**src/sv/lhpt_queue.sv**
```systemverilog
`default_nettype none

module lhpt_queue #(
   parameter int WIDTH = 8,
   parameter int DEPTH = 2
) (
   input  logic             clock,
   input  logic             reset,
   input  logic             push_valid,
   output logic             push_ready,
   input  logic [WIDTH-1:0] push_data,
   output logic             pop_valid,
   input  logic             pop_ready,
   output logic [WIDTH-1:0] pop_data
);

   localparam int PTR_W = $clog2(DEPTH);
   localparam int CNT_W = $clog2(DEPTH + 1);
   localparam logic [PTR_W-1:0] PTR_LAST = PTR_W'(DEPTH - 1);

   logic [WIDTH-1:0] entry_ff [DEPTH];
   logic [PTR_W-1:0] wr_ptr_ff, wr_ptr_in;
   logic [PTR_W-1:0] rd_ptr_ff, rd_ptr_in;
   logic [CNT_W-1:0] count_ff, count_in;
   logic             do_push, do_pop;

   assign push_ready = (count_ff != CNT_W'(DEPTH));
   assign pop_valid  = (count_ff != '0);
   assign pop_data   = entry_ff[rd_ptr_ff];
   assign do_push    = push_valid && push_ready;
   assign do_pop     = pop_valid && pop_ready;

   // Pointer and fill count update
   always_comb begin
      wr_ptr_in = wr_ptr_ff;
      rd_ptr_in = rd_ptr_ff;
      count_in  = count_ff;
      if (do_push) begin
         wr_ptr_in = (wr_ptr_ff == PTR_LAST) ? '0 : wr_ptr_ff + PTR_W'(1);
      end
      if (do_pop) begin
         rd_ptr_in = (rd_ptr_ff == PTR_LAST) ? '0 : rd_ptr_ff + PTR_W'(1);
      end
      if (do_push && !do_pop) begin
         count_in = count_ff + CNT_W'(1);
      end else if (do_pop && !do_push) begin
         count_in = count_ff - CNT_W'(1);
      end
   end

   always_ff @(posedge clock) begin
      if (reset) begin
         wr_ptr_ff <= '0;
         rd_ptr_ff <= '0;
         count_ff  <= '0;
      end else begin
         wr_ptr_ff <= wr_ptr_in;
         rd_ptr_ff <= rd_ptr_in;
         count_ff  <= count_in;
      end
   end

   // Storage
   always_ff @(posedge clock) begin
      if (do_push) begin
         entry_ff[wr_ptr_ff] <= push_data;
      end
   end

endmodule

`default_nettype wire

```
**config.mk**
```make
export PLATFORM = sky130hd
export DESIGN_NAME = lhpt_queue
export DESIGN_NICKNAME = d
export VERILOG_FILES = /design/src/sv/lhpt_queue.sv
export SDC_FILE = /design/constraint.sdc
export NUM_CORES = 1
export LEC_CHECK = 0
export BUFFER_PORTS_ARGS = -buffer_cell sky130_fd_sc_hd__buf_2
export CELL_PAD_IN_SITES_DETAIL_PLACEMENT = 1
export CELL_PAD_IN_SITES_GLOBAL_PLACEMENT = 1
export CORE_MARGIN = 5
export CORE_UTILIZATION = 36
export DETAILED_ROUTE_END_ITERATION = 10
export PLACE_DENSITY = 0.67
export RECOVER_POWER = 100
export SETUP_SLACK_MARGIN = 0.5
export SLEW_MARGIN = 10
export SYNTH_ARGS = -nofsm -noshare
export SYNTH_HDL_FRONTEND = slang
export SYNTH_SLANG_ARGS = --single-unit
```
**constraint.sdc**
```tcl
create_clock -name clock -period 1.6 [get_ports clock]
set_input_delay 0.4 -clock clock [delete_from_list [all_inputs] [get_ports clock]]
set_output_delay 0.4 -clock clock [all_outputs]
set_load 0.02 [all_outputs]
```
==> summary.json <==
{
  "yosysSeqAreaShare": {"value": 72.0, "unit": "%"},
  "maxSlewViolCount": {"value": 0},
  "final-instance-count-excl-fill": {"value": 108},
  "proportion_of_layout_cells_with_a_drive_suffix_above_1": {"value": 57.5, "unit": "%"},
  "clock_power_share": {"value": 12.6, "unit": "%"},
  "final_area": {"value": 1160, "unit": "sq um"},
  "remaining_drc_errors": {"value": 0},
  "clock-skew-final": {"value": 8.10, "unit": "ps"},
  "insertion_delay": {"value": 290, "unit": "ps"},
  "dr.first_iter.drc_count": {"value": 7},
  "max_clock_freq": {"value": 623, "unit": "MHz"},
  "post_synth_net_total": {"value": 62},
  "critPathArrivalTime": {"value": 1210, "unit": "ps"},
  "synth.yosys.warnings": {"value": 0},
  "grt_pass1_wl": {"value": 2660, "unit": "microns"},
  "floorplan.initialDensity": {"value": 37.1, "unit": "%"},
  "numCtsBuffers": {"value": 3},
  "first_pass_iters": {"value": 3},
  "setup_viol_count_final": {"value": 8},
  "max_slew_margin": {"value": 77.9, "unit": "%"},
  "fp.dieW": {"value": 57.3, "unit": "microns"},
  "switching_part_of_the_total": {"value": 32.1, "unit": "%"},
  "grt_start_max_net_pins": {"value": 12},
  "cp-start-kind": {"value": "register"},
  "cts_buffer_depth": {"value": 2},
  "dieArea": {"value": 3280, "unit": "sq um"},
  "period_needed": {"value": 1610, "unit": "ps"},
  "synth_area": {"value": 806, "unit": "sq um"},
  "run_status": {"value": "finished, violations left"},
  "cts.sinks": {"value": 21},
  "die_h": {"value": 57.3, "unit": "microns"},
  "cap_violations": {"value": 0},
  "io-pin-count": {"value": 22},
  "synth-seq-cells": {"value": 21},
  "post_route_total_power": {"value": 1.92, "unit": "mW"},
  "max-vdd-ir-drop": {"value": 0.947, "unit": "mV"},
  "total_switching_power": {"value": 0.617, "unit": "mW"},
  "ctsRootBufferMaster": {"value": "clkbuf_4"},
  "violations": {"value": "setup timing"},
  "rsz0062_at_grt": {"value": "true"},
  "highest_layer": {"value": "met4"},
  "detailed_place.area": {"value": 990, "unit": "sq um"},
  "hold_critical_path_depth": {"value": 1},
  "timing_worst_setup_path_type": {"value": "register to output port"},
  "seq_power_share": {"value": 42.3, "unit": "%"},
  "timing.critical_path.fanout_max": {"value": 8},
  "final.setup.tns": {"value": -21.9, "unit": "ps"},
  "hpwlAfterDp": {"value": 1180, "unit": "microns"},
  "port_buffers": {"value": 21},
  "final_nets": {"value": 94},
  "syn_avg_cell_area": {"value": 16.4, "unit": "sq um"},
  "final.fill_count": {"value": 229},
  "endpoint_kind": {"value": "output port"},
  "wire_per_inst": {"value": 15.5, "unit": "microns"},
  "core_area": {"value": 2170, "unit": "sq um"},
  "hp-class": {"value": "input pin to register"},
  "globalRouteTotalUtil": {"value": 10.9, "unit": "%"},
  "max_slew.worst_pin.slew": {"value": 331, "unit": "ps"},
  "row_count": {"value": 17},
  "comb_power_share": {"value": 45.1, "unit": "%"},
  "critPathRequiredTime": {"value": 1200, "unit": "ps"},
  "post-place-cells": {"value": 97},
  "final_min_period_over_clock_period": {"value": 100, "unit": "%"},
  "hold_viol": {"value": 0},
  "vias": {"value": 497},
  "antenna_cells_inserted": {"value": 0},
  "gp_congestion": {"value": 0.646},
  "clock_tree_from_tritoncts": {"value": "done"},
  "first_global_vias": {"value": 592},
  "area_growth_syn_to_layout": {"value": 44.1, "unit": "%"},
  "timing.hold.ws": {"value": 287, "unit": "ps"},
  "antenna_left": {"value": 0},
  "power.density_cell_area": {"value": 1660, "unit": "nW/um^2"},
  "internal-power": {"value": 1.31, "unit": "mW"},
  "leakagePower": {"value": 0.457, "unit": "nW"},
  "vias_per_cell": {"value": 4.60},
  "finalWorstSetupSlack": {"value": -6.07, "unit": "ps"},
  "netlist-cell-type-count": {"value": 17},
  "post_detailed_routing_wire_length": {"value": 1680, "unit": "microns"},
  "wirelength_met1": {"value": 585, "unit": "microns"},
  "grt-ovfl-total": {"value": 0},
  "wl_met3": {"value": 69, "unit": "microns"},
  "clock_tree.htree_level_count": {"value": 1},
  "grt_antenna_before_repair": {"value": 0},
  "syn_inst": {"value": 49},
  "cts.clk_slew.worst_paths": {"value": 110, "unit": "ps"},
  "wl_met2": {"value": 1000, "unit": "microns"},
  "ff2ff_path_depth": {"value": 5}
}
[metal layers]
metal	up-vias	track usage [%]
li1	241	-
met1	241	11.7
met2	13	20.9
met3	2	2.04
met4	0	3.97
met5	-	0
[stage by stage]
step                      util [%]  setup WS (ps)
final                         53.5          -6.07
after global routing          53.5          -54.5
after CTS                     53.5          -32.7
after detailed placement      45.6           52.1
after global placement        45.6            140
after floorplan                  -            203
[worst max-delay path, stage by stage (launching register included)]
cell and delay [ps]:
dfxtp_4 460, mux2_4 320, buf_6 130
[power groups by stage]
stage | Clock, mW | Sequential (mW) | Combinational [mW]
after floorplan | 0 | 0.750 | 0.488
after global placement | 0 | 0.796 | 0.569
after global routing | 0.290 | 0.832 | 0.921
after CTS | 0.254 | 0.821 | 0.849
after detailed placement | 0 | 0.809 | 0.596
final | 0.242 | 0.814 | 0.867
[sequential cells by signal (all words and copies together) (netlist names), named ones only]
register	count
entry_ff	16
rd_ptr_ff	1
count_ff	2
wr_ptr_ff	1
[timing repair]
item	4_1_cts	5_1_grt
resized for setup	35	4
setup endpoints to repair	30	29
pin swaps	3	2
buffers inserted	4	3
hold buffers	0	0
[final timing paths]
check | start | slack [ps] | endpoint
worst max-delay path | register | -6 | pop_data[5]
worst min-delay path | push_data[3] | 290 | entry_ff[1][3]$_DFFE_PP_
worst max register to register | count_ff[0]$_SDFFE_PP0P_ | 60 | count_ff[1]$_SDFFE_PP0P_
worst min register to register | rd_ptr_ff$_SDFFE_PP0P_ | 550 | register
[layout make-up]
class,instances,area (sq um),share of cell area [%]
clock buffers,4,26.3,2.26
multi-input cells,26,295,25.4
inverters,1,3.75,0.323
flip-flops and latches,21,592,51.0
well taps,28,35.0,3.02
repair buffers,28,209,18.0
[cell usage in the layout, fill, tap and decap left out, drive strengths merged]
cell / n
buf: 21
edfxtp: 16
clkbuf: 11
mux2: 8
dfxtp: 5
nor2: 3
xor2: 3
a21oi: 2
o21ai: 2
or2: 1
nand2b: 1
and3: 1
and2: 1
nand3b: 1
inv: 1
a21bo: 1
or3: 1
ha: 1
[synthesized netlist by cell type (all sizes together)]
master  number  area share, %
a21bo        1            1.2
or2          1           0.78
inv          1           0.47
ha           1            1.6
a21oi        2            1.2
xor2         3            3.3
mux2         8             11
nand3b       1           0.93
and2         1           0.78
dfxtp        5             12
o21ai        2            1.2
nand2b       1            1.7
or3          1           0.78
buf          1           0.62
and3         1           0.78
nor2         3            1.4
edfxtp      16             60
[kinds of logic (layout without fill, tap and decap cells)]
logic type               Yosys count  count (layout)  share of synthesized area [%]
multiplexers                       8               8                           11.2
XOR/XNOR                           3               3                           3.26
AO/OA/AOI/OAI                      5               5                           3.73
buffers and inverters              2              33                           1.09
adder cells (fa/ha/maj)            1               1                           1.55
flip-flops                        21              21                           72.1
AND/OR/NAND/NOR                    9               9                           7.14
Power figures use the tool's default switching activity.
